<file path="src/hw/rtl/shp_pkg.sv">
// Package for the syslog header stream parser.
// Part codes, byte constants and the result record; no dependencies.
package shp_pkg;

  localparam int unsigned TagW = 4;
  localparam int unsigned NumW = 16;
  localparam int unsigned LevelW = 17;

  // Part codes, also used as the tag of a byte
  localparam logic [TagW-1:0] PART_OPEN = 4'd0;
  localparam logic [TagW-1:0] PART_PRI  = 4'd1;
  localparam logic [TagW-1:0] PART_VER  = 4'd2;
  localparam logic [TagW-1:0] PART_TS   = 4'd3;
  localparam logic [TagW-1:0] PART_HOST = 4'd4;
  localparam logic [TagW-1:0] PART_APP  = 4'd5;
  localparam logic [TagW-1:0] PART_PROC = 4'd6;
  localparam logic [TagW-1:0] PART_MSGID = 4'd7;
  localparam logic [TagW-1:0] PART_SD   = 4'd8;
  localparam logic [TagW-1:0] PART_MSG  = 4'd9;
  localparam logic [TagW-1:0] TAG_SEP   = 4'd10;

  localparam logic [7:0] CHAR_LT    = 8'h3C;  // '<'
  localparam logic [7:0] CHAR_LBRK  = 8'h5B;  // '['
  localparam logic [7:0] CHAR_RBRK  = 8'h5D;  // ']'
  localparam logic [7:0] CHAR_SPACE = 8'h20;  // ' '
  localparam logic [7:0] CHAR_ZERO  = 8'h30;  // '0'
  localparam logic [7:0] CHAR_NINE  = 8'h39;  // '9'
  localparam logic [7:0] CHAR_NUL   = 8'h00;

  localparam logic signed [LevelW-1:0] LEVEL_MAX = 17'sh0FFFF;
  localparam logic signed [LevelW-1:0] LEVEL_MIN = 17'sh10000;
  localparam logic [NumW-1:0] NUM_SAT = 16'hFFFF;

  typedef struct packed {
    logic [TagW-1:0] part_tag;
    logic            done_res;
    logic            status;
    logic [NumW-1:0] priority_res;
    logic [NumW-1:0] version_num;
    logic [NumW-1:0] sd_length;
    logic [NumW-1:0] msg_offset;
    logic [NumW-1:0] msg_length;
  } result_t;

endpackage

</file>
<file path="src/hw/rtl/shp_in_if.sv">
// Byte input channel of the syslog header stream parser.
// Valid/ready handshake; no dependencies.
interface shp_in_if;
  logic       valid;
  logic       ready;
  logic [7:0] data_byte;
  logic       end_flag;

  modport source (output valid, output data_byte, output end_flag, input ready);
  modport sink   (input valid, input data_byte, input end_flag, output ready);
endinterface

</file>
<file path="src/hw/rtl/shp_out_if.sv">
// Result channel of the syslog header stream parser.
// Valid/ready handshake; no dependencies.
interface shp_out_if;
  logic        valid;
  logic        ready;
  logic [3:0]  part_tag;
  logic        done_res;
  logic        status;
  logic [15:0] priority_res;
  logic [15:0] version_num;
  logic [15:0] sd_length;
  logic [15:0] msg_offset;
  logic [15:0] msg_length;

  modport source (output valid, output part_tag, output done_res, output status,
                  output priority_res, output version_num, output sd_length,
                  output msg_offset, output msg_length, input ready);
  modport sink   (input valid, input part_tag, input done_res, input status,
                  input priority_res, input version_num, input sd_length,
                  input msg_offset, input msg_length, output ready);
endinterface

</file>
<file path="src/hw/rtl/shp_step.sv">
// Parser state and per-byte next-state / result logic.
// Depends on shp_pkg.
module shp_step #(
  parameter int unsigned HEADER_MAX = 2048,
  parameter int unsigned MSG_MAX = 65535
) (
  input  logic            clk_i,
  input  logic            rst_ni,
  input  logic            en_i,
  input  logic [7:0]      data_byte_i,
  input  logic            end_flag_i,
  output shp_pkg::result_t res_o
);
  import shp_pkg::*;

  logic [TagW-1:0]          part_q, part_d;
  logic [NumW-1:0]          pos_q, pos_d;
  logic [NumW-1:0]          acc_q, acc_d;
  logic                     seen_q, seen_d;
  logic [NumW-1:0]          pri_q, pri_d;
  logic [NumW-1:0]          ver_q, ver_d;
  logic signed [LevelW-1:0] level_q, level_d;
  logic [NumW-1:0]          sd_start_q, sd_start_d;
  logic                     err_q, err_d;
  logic [NumW-1:0]          sd_len_q, sd_len_d;
  logic [NumW-1:0]          msg_start_q, msg_start_d;

  logic [TagW-1:0] tag;
  logic            is_digit;
  logic [19:0]     acc_mul;
  logic            bad;
  logic [NumW-1:0] pos_inc;

  assign is_digit = (data_byte_i >= CHAR_ZERO) && (data_byte_i <= CHAR_NINE);
  assign pos_inc  = pos_q + 16'd1;
  // acc*10 + digit, saturated below
  assign acc_mul  = {1'b0, acc_q, 3'b000} + {3'b000, acc_q, 1'b0}
                  + {16'd0, data_byte_i[3:0]};

  always_comb begin
    part_d      = part_q;
    tag         = part_q;
    acc_d       = acc_q;
    seen_d      = seen_q;
    pri_d       = pri_q;
    ver_d       = ver_q;
    level_d     = level_q;
    sd_start_d  = sd_start_q;
    err_d       = err_q;
    sd_len_d    = sd_len_q;
    msg_start_d = msg_start_q;
    pos_d       = (pos_q == NUM_SAT) ? pos_q : pos_inc;

    if (!err_q) begin
      if (pos_q >= NumW'(MSG_MAX)) begin
        err_d = 1'b1;
      end
      if ((part_q <= PART_MSGID)
          && ((pos_q >= NumW'(HEADER_MAX)) || (data_byte_i == CHAR_NUL))) begin
        err_d = 1'b1;
      end
      unique case (part_q)
        PART_OPEN: begin
          if (data_byte_i == CHAR_LT) begin
            part_d = PART_PRI;
            acc_d  = '0;
            seen_d = 1'b0;
          end else begin
            err_d = 1'b1;
          end
        end
        PART_PRI, PART_VER: begin
          if (is_digit) begin
            acc_d  = (acc_mul > {4'd0, NUM_SAT}) ? NUM_SAT : acc_mul[NumW-1:0];
            seen_d = 1'b1;
          end else if (seen_q) begin
            tag = TAG_SEP;
            if (part_q == PART_PRI) begin
              pri_d = acc_q;
            end else begin
              ver_d = acc_q;
            end
            part_d = part_q + 4'd1;
            acc_d  = '0;
            seen_d = 1'b0;
          end else begin
            err_d = 1'b1;
          end
        end
        PART_TS, PART_HOST, PART_APP, PART_PROC, PART_MSGID: begin
          if (data_byte_i == CHAR_SPACE) begin
            tag = TAG_SEP;
            if (!seen_q) begin
              err_d = 1'b1;
            end else begin
              part_d = part_q + 4'd1;
              seen_d = 1'b0;
              if (part_q == PART_MSGID) begin
                sd_start_d = pos_inc;
                level_d    = '0;
              end
            end
          end else begin
            seen_d = 1'b1;
          end
        end
        PART_SD: begin
          if (data_byte_i == CHAR_LBRK) begin
            if (level_q < LEVEL_MAX) level_d = level_q + 17'sd1;
          end else if (data_byte_i == CHAR_RBRK) begin
            if (level_q > LEVEL_MIN) level_d = level_q - 17'sd1;
          end else if ((data_byte_i == CHAR_SPACE) && (level_q == '0)) begin
            tag         = TAG_SEP;
            sd_len_d    = pos_q - sd_start_q;
            msg_start_d = pos_inc;
            part_d      = PART_MSG;
          end
        end
        PART_MSG: ;
        default: err_d = 1'b1;
      endcase
    end
  end

  assign bad = err_d || (part_d != PART_MSG);

  always_comb begin
    res_o          = '0;
    res_o.part_tag = tag;
    if (end_flag_i) begin
      res_o.done_res = 1'b1;
      res_o.status   = bad;
      if (!bad) begin
        res_o.priority_res = pri_d;
        res_o.version_num  = ver_d;
        res_o.sd_length    = sd_len_d;
        res_o.msg_offset   = msg_start_d;
        res_o.msg_length   = pos_inc - msg_start_d;
      end
    end
  end

  always_ff @(posedge clk_i or negedge rst_ni) begin
    if (!rst_ni) begin
      part_q      <= PART_OPEN;
      pos_q       <= '0;
      acc_q       <= '0;
      seen_q      <= 1'b0;
      pri_q       <= '0;
      ver_q       <= '0;
      level_q     <= '0;
      sd_start_q  <= '0;
      err_q       <= 1'b0;
      sd_len_q    <= '0;
      msg_start_q <= '0;
    end else if (en_i) begin
      if (end_flag_i) begin
        // last byte: back to the start of a message
        part_q      <= PART_OPEN;
        pos_q       <= '0;
        acc_q       <= '0;
        seen_q      <= 1'b0;
        pri_q       <= '0;
        ver_q       <= '0;
        level_q     <= '0;
        sd_start_q  <= '0;
        err_q       <= 1'b0;
        sd_len_q    <= '0;
        msg_start_q <= '0;
      end else begin
        part_q      <= part_d;
        pos_q       <= pos_d;
        acc_q       <= acc_d;
        seen_q      <= seen_d;
        pri_q       <= pri_d;
        ver_q       <= ver_d;
        level_q     <= level_d;
        sd_start_q  <= sd_start_d;
        err_q       <= err_d;
        sd_len_q    <= sd_len_d;
        msg_start_q <= msg_start_d;
      end
    end
  end

endmodule

</file>
<file path="src/hw/rtl/syslog_header_stream_parser_core.sv">
// Top level of the syslog header stream parser: input register, step logic,
// result register. Depends on shp_pkg, shp_in_if, shp_out_if, shp_step.
//
//   channel     dir  request payload
//   in_chan_i   in   data_byte[8], end_flag[1]
//   out_chan_o  out  part_tag, done_res, status, priority_res, version_num,
//                    sd_length, msg_offset, msg_length
//
// One byte per cycle sustained while the output is not stalled. A byte
// waits in the input register; the parser state advances when it moves
// from the input register into the result register, which holds its
// result. Reset clears the valid flags and the parser state. A stalled
// output holds its result while one more byte waits in the input register.
module syslog_header_stream_parser_core #(
  parameter int unsigned HEADER_MAX = 2048,
  parameter int unsigned MSG_MAX = 65535
) (
  input  logic      clk_i,
  input  logic      rst_ni,
  shp_in_if.sink    in_chan_i,
  shp_out_if.source out_chan_o
);
  import shp_pkg::*;

  logic       in_valid_q;
  logic [7:0] byte_q;
  logic       end_q;
  logic       out_valid_q;
  result_t    res_q;
  result_t    step_res;
  logic       advance;

  assign advance = in_valid_q && (!out_valid_q || out_chan_o.ready);
  assign in_chan_i.ready = !in_valid_q || advance;

  always_ff @(posedge clk_i or negedge rst_ni) begin
    if (!rst_ni) begin
      in_valid_q <= 1'b0;
    end else if (in_chan_i.ready) begin
      in_valid_q <= in_chan_i.valid;
    end
  end

  always_ff @(posedge clk_i) begin
    if (in_chan_i.ready && in_chan_i.valid) begin
      byte_q <= in_chan_i.data_byte;
      end_q  <= in_chan_i.end_flag;
    end
  end

  shp_step #(
    .HEADER_MAX(HEADER_MAX),
    .MSG_MAX   (MSG_MAX)
  ) u_step (
    .clk_i      (clk_i),
    .rst_ni     (rst_ni),
    .en_i       (advance),
    .data_byte_i(byte_q),
    .end_flag_i (end_q),
    .res_o      (step_res)
  );

  always_ff @(posedge clk_i or negedge rst_ni) begin
    if (!rst_ni) begin
      out_valid_q <= 1'b0;
    end else if (advance) begin
      out_valid_q <= 1'b1;
    end else if (out_chan_o.ready) begin
      out_valid_q <= 1'b0;
    end
  end

  always_ff @(posedge clk_i) begin
    if (advance) begin
      res_q <= step_res;
    end
  end

  assign out_chan_o.valid        = out_valid_q;
  assign out_chan_o.part_tag     = res_q.part_tag;
  assign out_chan_o.done_res     = res_q.done_res;
  assign out_chan_o.status       = res_q.status;
  assign out_chan_o.priority_res = res_q.priority_res;
  assign out_chan_o.version_num  = res_q.version_num;
  assign out_chan_o.sd_length    = res_q.sd_length;
  assign out_chan_o.msg_offset   = res_q.msg_offset;
  assign out_chan_o.msg_length   = res_q.msg_length;

endmodule
</file>
<file path="src/flat_wrapper.sv">
// flat-port wrapper written by rule: the top's interface ports become plain ports
module syslog_header_stream_parser_core_flat import shp_pkg::*;
#(
  parameter int unsigned HEADER_MAX = 2048,
  parameter int unsigned MSG_MAX = 65535
)
  (clk_i, rst_ni, in_chan_i_valid, in_chan_i_data_byte, in_chan_i_end_flag, in_chan_i_ready, out_chan_o_valid, out_chan_o_part_tag, out_chan_o_done_res, out_chan_o_status, out_chan_o_priority_res, out_chan_o_version_num, out_chan_o_sd_length, out_chan_o_msg_offset, out_chan_o_msg_length, out_chan_o_ready);
  shp_in_if in_chan_i_i ();
  shp_out_if out_chan_o_i ();
  input  logic clk_i;
  input  logic rst_ni;
  input wire logic [$bits(in_chan_i_i.valid)-1:0] in_chan_i_valid;
  input wire logic [$bits(in_chan_i_i.data_byte)-1:0] in_chan_i_data_byte;
  input wire logic [$bits(in_chan_i_i.end_flag)-1:0] in_chan_i_end_flag;
  output wire logic [$bits(in_chan_i_i.ready)-1:0] in_chan_i_ready;
  output wire logic [$bits(out_chan_o_i.valid)-1:0] out_chan_o_valid;
  output wire logic [$bits(out_chan_o_i.part_tag)-1:0] out_chan_o_part_tag;
  output wire logic [$bits(out_chan_o_i.done_res)-1:0] out_chan_o_done_res;
  output wire logic [$bits(out_chan_o_i.status)-1:0] out_chan_o_status;
  output wire logic [$bits(out_chan_o_i.priority_res)-1:0] out_chan_o_priority_res;
  output wire logic [$bits(out_chan_o_i.version_num)-1:0] out_chan_o_version_num;
  output wire logic [$bits(out_chan_o_i.sd_length)-1:0] out_chan_o_sd_length;
  output wire logic [$bits(out_chan_o_i.msg_offset)-1:0] out_chan_o_msg_offset;
  output wire logic [$bits(out_chan_o_i.msg_length)-1:0] out_chan_o_msg_length;
  input wire logic [$bits(out_chan_o_i.ready)-1:0] out_chan_o_ready;
  assign in_chan_i_i.valid = in_chan_i_valid;
  assign in_chan_i_i.data_byte = in_chan_i_data_byte;
  assign in_chan_i_i.end_flag = in_chan_i_end_flag;
  assign in_chan_i_ready = in_chan_i_i.ready;
  assign out_chan_o_valid = out_chan_o_i.valid;
  assign out_chan_o_part_tag = out_chan_o_i.part_tag;
  assign out_chan_o_done_res = out_chan_o_i.done_res;
  assign out_chan_o_status = out_chan_o_i.status;
  assign out_chan_o_priority_res = out_chan_o_i.priority_res;
  assign out_chan_o_version_num = out_chan_o_i.version_num;
  assign out_chan_o_sd_length = out_chan_o_i.sd_length;
  assign out_chan_o_msg_offset = out_chan_o_i.msg_offset;
  assign out_chan_o_msg_length = out_chan_o_i.msg_length;
  assign out_chan_o_i.ready = out_chan_o_ready;
  syslog_header_stream_parser_core #(.HEADER_MAX(HEADER_MAX), .MSG_MAX(MSG_MAX)) u_core (.clk_i(clk_i), .rst_ni(rst_ni), .in_chan_i(in_chan_i_i), .out_chan_o(out_chan_o_i));
endmodule
</file>
<file path="config.mk">
export PLATFORM = sky130hd
export DESIGN_NAME = syslog_header_stream_parser_core_flat
export DESIGN_NICKNAME = d
export VERILOG_FILES = /design/src/hw/rtl/shp_pkg.sv /design/src/hw/rtl/shp_in_if.sv /design/src/hw/rtl/shp_out_if.sv /design/src/hw/rtl/shp_step.sv /design/src/hw/rtl/syslog_header_stream_parser_core.sv /design/src/flat_wrapper.sv
export SDC_FILE = /design/constraint.sdc
export NUM_CORES = 1
export LEC_CHECK = 0
export ABC_AREA = 1
export BUFFER_PORTS_ARGS = -buffer_cell sky130_fd_sc_hd__buf_2
export CAP_MARGIN = 15
export CORE_MARGIN = 3
export CORE_UTILIZATION = 55
export CTS_CLUSTER_DIAMETER = 100
export DETAILED_ROUTE_END_ITERATION = 10
export PLACE_DENSITY = 0.74
export SETUP_SLACK_MARGIN = 0.1
export SLEW_MARGIN = 10
export SYNTH_ARGS = -nofsm -noshare
export SYNTH_HDL_FRONTEND = slang
export SYNTH_SLANG_ARGS = --single-unit
</file>
<file path="constraint.sdc">
create_clock -name clk_i -period 5.2 [get_ports clk_i]
set_clock_uncertainty 0.1 [all_clocks]
set_input_delay 0.52 -clock clk_i [delete_from_list [all_inputs] [get_ports clk_i]]
set_output_delay 0.52 -clock clk_i [all_outputs]
set_load 0.02 [all_outputs]
</file>
# Word-level counts from Yosys, hierarchy flattened
# Cells that the tools add are included.
[totals] ff_bits=232 latch_bits=0 mem_bits_rw=0 romBits=0 output_inout_bits=88 elab_cells=182 n_memories=0
[classes] addsub=8 mul=0 div_mod_pow=0 magnitude_cmp=8 n_eq_ne=25 shifts=0 mux=86 n_bitwise=1 reduce_logical=31
[ops] cell="$mux W16" n=38
[ops] cell="$mux W17" n=9
[ops] cell="$mux W82" n=1
[ops] cell="$mux W80" n=1
[ops] cell="$mux W4" n=16
[ops] cell="$pmux W17 S2" n=1
[ops] cell="$pmux W16 S2" n=1
[ops] cell="$sub A16 B16 Y16" n=2
[ops] cell="$add A19 B17 Y20" n=1
[ops] cell="$add A20 B4 Y20" n=1
[ops] cell="$gt A20 B16 Y1 const B" n=1
[ops] cell="$add A17 B2 Y17 const B" n=1
[ops] cell="$gt A17 B17 Y1 const B" n=1
[ops] cell="$logic_not A17 Y1" n=1
[ops] cell="$lt A17 B17 Y1 const B" n=1
[ops] cell="$sub A17 B2 Y17 const B" n=1
[ops] cell="$add A16 B1 Y16 const B" n=1
[ops] cell="$eq A16 B16 Y1 const B" n=1
[ops] cell="$eq A4 B3 Y1 const B" n=4
[ops] cell="$eq A8 B6 Y1 const B" n=2
[ops] cell="$eq A8 B7 Y1 const B" n=2
[ops] cell="$ge A16 B12 Y1 const B" n=1
[ops] cell="$ge A16 B16 Y1 const B" n=1
[ops] cell="$ne A4 B3 Y1 const B" n=4
[ops] cell="31 further kinds" n=66

# Depth between registers and ports, before layout
[logic_depth] ltp_word=11 ltp_mapped=22 depth_no_buf=21

# Hierarchy
# Synthesis repeated with hierarchy kept, for this count alone.
[hier_totals] cells_unflattened=1698 hier_area_um2=13934.6
[modules_own_cells] mod="shp_step" instances=1 cells_per_inst=1591 area_per_inst_um2=10986.8
[modules_own_cells] mod="syslog_header_stream_parser_core" instances=1 cells_per_inst=107 area_per_inst_um2=2947.8

# Worst setup path before layout
# OpenSTA, ideal clock, no wires.
[synth_timing] path_type="input to register" from="input port out_chan_o_ready" to="register u_core.res_q (netlist bit u_core.out_chan_o.done_res), enable pin" setup_ns=0.485 arrival_ns=3.390 path_slack_ns=1.226 cell_stages=5 n_path_buf=1 path_cell_list="inv_1 nand2_1 nand2_1 inv_2 clkbuf_1"
[synth_between] elab_chain_len=2
[synth_rtl] element="start, declared" line="flat_wrapper.sv:25" source="input wire logic [$bits(out_chan_o_i.ready)-1:0] out_chan_o_ready;"
[synth_rtl] element="$logic_or A1 B1 Y1" line="syslog_header_stream_parser_core.sv:33" source="assign advance = in_valid_q && (!out_valid_q || out_chan_o.ready);"
[synth_rtl] element="$logic_and A1 B1 Y1" line="syslog_header_stream_parser_core.sv:33"
[synth_rtl] element="via u_core.advance" line="syslog_header_stream_parser_core.sv:31" source="logic advance;"
[synth_rtl] element="end signal, assigned" line="syslog_header_stream_parser_core.sv:75" source="res_q <= step_res;"
[synth_rtl] element="end, declared" line="syslog_header_stream_parser_core.sv:29" source="result_t res_q;"
# The timed path passes the listed nets, and every way through them passes these cells.
# A chain may end at the register's enable or synchronous reset.

# Worst setup path in the final report
[layout_timing] from="register u_core.byte_q[3]" to="register u_core.res_q (netlist bit u_core.out_chan_o.msg_length[10]) (data pin)"
[layout_lines] element="start, declared" line="syslog_header_stream_parser_core.sv:26" source="logic [7:0] byte_q;"
[layout_lines] element="start signal, assigned" line="syslog_header_stream_parser_core.sv:46" source="byte_q <= in_chan_i.data_byte;"
[layout_lines] element="$eq A8 B6 Y1" line="shp_step.sv:112" source="end else if ((data_byte_i == CHAR_SPACE) && (level_q == '0)) begin"
[layout_lines] element="$logic_and A1 B1 Y1" line="shp_step.sv:112"
[layout_lines] element="$mux W16" line="shp_step.sv:112"
[layout_lines] element="$mux W16" line="shp_step.sv:110" source="end else if (data_byte_i == CHAR_RBRK) begin"
[layout_lines] element="$mux W16 (*)" line="shp_step.sv:108" source="if (data_byte_i == CHAR_LBRK) begin"
[layout_lines] element="$mux W16 (*)" line="shp_step.sv:62" source="unique case (part_q)"
[layout_lines] element="$mux W16 (*)" line="shp_step.sv:54" source="if (!err_q) begin"
[layout_lines] element="via u_core.u_step.msg_start_d[0]" line="shp_step.sv:26" source="logic [NumW-1:0] msg_start_q, msg_start_d;"
[layout_lines] element="$sub A16 B16 Y16 (*)" line="shp_step.sv:138" source="res_o.msg_length = pos_inc - msg_start_d;"
# Mark *: on every way through the listed nets, which the timed path passes. The rest lies on a longest branch.

==> key figures <==
Timing
  – Hold Fails Final Rpt: 5
  – Max transition margin: 0.308
  – RSZ-0062 raised after global routing: no
  – Total negative slack: 0 ns
  – Min Tclk post-route: around 4.5 ns
  – Max Slew Vio Count: 0
  – Worst hold slack: -0.0335 ns
  – Worst-margin pin slew: 1.03 ns
  – Max frequency: 223 MHz
  – Final Cycle Share: 0.861
  – Setup ws final: 0.722 ns
  – Endpoints failing setup: 0

Floorplan
  – Row count: 57
  – Die H: between 150 and 200 µm
  – IO Pins: 101
  – Initial Util: 0.562
  – Die footprint: 26800 µm²
  – Die width: 164 µm
  – Core ar.: 24400 µm²

Power and ir drop
  – Sw power: 2.72 mW
  – Pint: 4.14 mW
  – Leakage: around 7.6 nW
  – Power share of the combinational group: 0.407
  – Worst VDD drop: 0.278 mV
  – Part of the power in registers: 0.335
  – Design Power: approximately 7 mW
  – Pwr per Cell Area: 446 nW/µm²
  – Clock network fraction of total power: 0.258
  – Switching Share: 0.397

Synthesis
  – Synth area leaders: dfrtp_1 (25%), edfxtp_1 (21%), nand2_1 (11%), ha_1 (7.6%), o21ai_0 (5.5%)
  – Yosys warns: 0
  – Syn Area/Cell: 8.14 µm²
  – Largest family of logic cells by synthesized area: simple AND/OR/NAND/NOR gates
  – Synthesized Nets: 1784
  – Adder-cell share of the synthesized area: 0.0831
  – Prevailing post-synth register cell: dfrtp_1
  – Async SR Flop Fraction: 0.591
  – Mux contribution to synthesized area: 0
  – Share of the yosys chip area belonging to registers: 0.458
  – Yosys reg bits: approximately 230
  – Cell taking the most area after synthesis: dfrtp_1
  – Post-synth EDFFs: 95
  – Top cell type's share of synthesized area: 0.250
  – XOR/XNOR Fraction of Synth Area: 0.0371
  – Compound-Gate Fraction of Synth Area: 0.129
  – Post-Synth Simple-Gate Area: 0.224
  – Syn Inst Count: 1683
  – Post-Synthesis Cell Area: 13700 µm²
  – Netlist cell types: 45

Cells and area
  – Storage element area: 6280 µm²
  – Most frequent cells in the layout: nand2_1 (418), inv_1 (186), nor2_1 (180), o21ai_0 (150), dfrtp_1 (137)
  – Finished Cell Area: 15400 µm²
  – Syn-to-layout area delta: 12.4%
  – Antenna cells: 0
  – Final #Nets: 1881
  – Commonest non-fill, non-tap cell in the layout: nand2_1
  – Share of cells above drive strength 1: 0.101
  – # fillers: 2179
  – Multi-input gate area: 6490 µm²

GRT
  – Gr ovfl total: 0
  – GRT Resource Usage Total: 0.259
  – Initial antenna violation count: 0
  – First-pass GRT wire length: 56600 µm
  – Vias in the first global route: 11300
  – Largest net degree at the start of global routing: 101

Detailed routing
  – Via count: 11800
  – Vias per cell: 5.54
  – Max layer used: met4
  – Wl on met1: 15500 µm
  – Router iterations before antenna repair: 7
  – Iter 0 DRT Violations: 730
  – Final wirelength: between 30000 and 40000 µm
  – Met2 WL: 16400 µm
  – DRC: 0
  – Drt wl/cell: ~16 µm
  – Met3 wire len: around 1700 µm
  – Post-route ant nets: 0

Worst setup path
  – Reg-to-reg startpoint: u_core.byte_q[3]$_DFFE_PP_
  – Setup crit end kind: flip-flop
  – Reg2reg setup slack: 0.72 ns
  – R2R Path End: u_core.out_chan_o.msg_length[10]$_SDFFCE_PP0P_
  – Critical path type: reg -> reg
  – Worst Path Required: approximately 5.5 ns
  – Worst path arrival time: 4.76 ns
  – Worst r2r path cells: 18
  – Crit path cell chain: nor2_1 > nand2_1 > nor2_4 > nand4_2 > nor2_1 > inv_1 > o21ai_0 > inv_1 > ha_1 > fa_1 > o21ai_0 > a21boi_0 > o21ai_0 > nand2_1 > nand2_1 > xor2_1 > inv_1 > nor2_1
  – Type of origin of the critical path: flip-flop
  – Crit-path max FO: 9
  – Crit path largest cell delay: 0.44 ns
  – Slowest cell on the critical path: edfxtp_1

CTS
  – Post-CTS setup buffer count: 0
  – Clock sink count: 232
  – Worst-skew pair later-pin latency: 0.53 ns
  – Hold Buf Count CTS: 0
  – CTS tree: done
  – H-Tree Depth: 1
  – Post_cts resized: 0
  – Max clock buf depth: 3
  – Clock transition at path regs: 0.06 ns
  – Cts bufs inserted: 26
  – Root Buffer: clkbuf_16

Outcome
  – Outcome: finished with violations
  – Failing checks: negative hold slack

Placed design
  – Port Buffers: 100
  – Gp weighted congestion: 0.905
  – Post-Place Setup Slack: 0.735 ns
  – Final HPWL DP: 24600 µm
  – Placed inst area: 14500 µm²

Min path
  – Worst hold path class: in -> async

Flow run
  – Max-cap violations: 0
[stage by stage]
stage	util	cells
4_1_cts	0.630	2123
6_report	0.631	2124
2_1_floorplan	-	1683
3_3_place_gp	0.596	2075
3_5_place_dp	0.596	2075
5_1_grt	0.631	2124
[worst max-delay path: cells and delay by family, from the launching register on]
family	cells	cell delay (ns)
AOI/OAI and AO/OA	4	1.33
xor gates and xnor gates	1	0.16
adders and majority gates	2	0.64
buffers and inverters	3	0.34
DFF	1	0.44
and+or+nand+nor	8	1.34
[cell usage after synthesis, types with 3 or more instances]
| library cell | count |
|---|---|
| nand2_1 | 418 |
| inv_1 | 186 |
| nor2_1 | 180 |
| o21ai_0 | 150 |
| dfrtp_1 | 137 |
| edfxtp_1 | 95 |
| ha_1 | 83 |
| nand3_1 | 81 |
| a21oi_1 | 72 |
| o22ai_1 | 50 |
| xor2_1 | 43 |
| clkbuf_1 | 28 |
| nor3_1 | 22 |
| nand4_1 | 19 |
| buf_2 | 16 |
| xnor2_1 | 15 |
| inv_2 | 9 |
| o21bai_1 | 9 |
| a21o_1 | 7 |
| a21boi_0 | 6 |
| o21ai_1 | 6 |
| a31oi_1 | 5 |
| fa_1 | 5 |
| nand3b_1 | 5 |
| or2_2 | 4 |
| nand2_2 | 3 |
| nor2_2 | 3 |
| nor4_1 | 3 |
[per-layer routing]
layer / vias up / track usage
met5: - / 0
met4: 0 / 0.0757
met3: 55 / 0.0293
met2: 361 / 0.431
met1: 5559 / 0.360
li1: 5801 / -
[cell families after synthesis]
kind of cell / count (synthesis)
buf+inv: 243
xor+xnor: 58
simple gates: 744
flops: 232
compound gates: 318
fa+ha+maj: 88
[worst max-delay path by stage]
stage / startpoint / endpoint / slack (ns) / depth (start not counted)
final: u_core.byte_q[3]$_DFFE_PP_ / u_core.out_chan_o.msg_length[10]$_SDFFCE_PP0P_ / 0.72 / 18
after global routing: u_core.byte_q[3]$_DFFE_PP_ / u_core.out_chan_o.msg_length[10]$_SDFFCE_PP0P_ / 0.31 / 18
after CTS: u_core.byte_q[3]$_DFFE_PP_ / u_core.out_chan_o.msg_length[10]$_SDFFCE_PP0P_ / 0.72 / 18
after detailed placement: u_core.byte_q[3]$_DFFE_PP_ / u_core.out_chan_o.msg_length[10]$_SDFFCE_PP0P_ / 0.74 / 18
after global placement: u_core.byte_q[1]$_DFFE_PP_ / u_core.out_chan_o.msg_length[10]$_SDFFCE_PP0P_ / 0.90 / 18
after floorplan: out_chan_o_ready / u_core.out_chan_o.done_res$_DFFE_PP_ / 1.23 / 5
[power by group through the flow]
stage | clock network, mW | logic (mW) | registers, mW
global placement | 0 | 2.73 | 2.32
CTS | 1.81 | 2.76 | 2.30
floorplan | 0 | 1.97 | 2.41
global route | 1.88 | 3.15 | 2.33
detailed placement | 0 | 2.74 | 2.33
finish | 1.77 | 2.79 | 2.30
[state kept, by name, indices dropped and copies added (netlist names)]
register,count
u_core.u_step.sd_len_q,16
u_core.out_chan_o.msg_length,16
u_core.out_chan_o.valid,1
u_core.u_step.msg_start_q,16
u_core.u_step.sd_start_q,16
u_core.u_step.acc_q,16
u_core.u_step.pri_q,16
u_core.out_chan_o.part_tag,4
u_core.out_chan_o.msg_offset,16
u_core.u_step.ver_q,16
u_core.out_chan_o.status,1
u_core.out_chan_o.done_res,1
u_core.u_step.pos_q,16
u_core.out_chan_o.sd_length,16
u_core.in_valid_q,1
u_core.out_chan_o.version_num,16
u_core.u_step.err_q,1
u_core.end_q,1
u_core.out_chan_o.priority_res,16
u_core.u_step.seen_q,1
u_core.byte_q,8
u_core.u_step.part_q,4
u_core.u_step.level_q,17
[final cells by class]
type	count	area share
Timing Repair Buffer	115	0.0419
Clock buffer	38	0.0492
Sequential cell	232	0.408
Clock inverter	10	0.00496
Multi-Input combinational cell	1208	0.421
Inverter	197	0.0482
Tap cell	324	0.0263
Power figures use the tool's default switching activity.
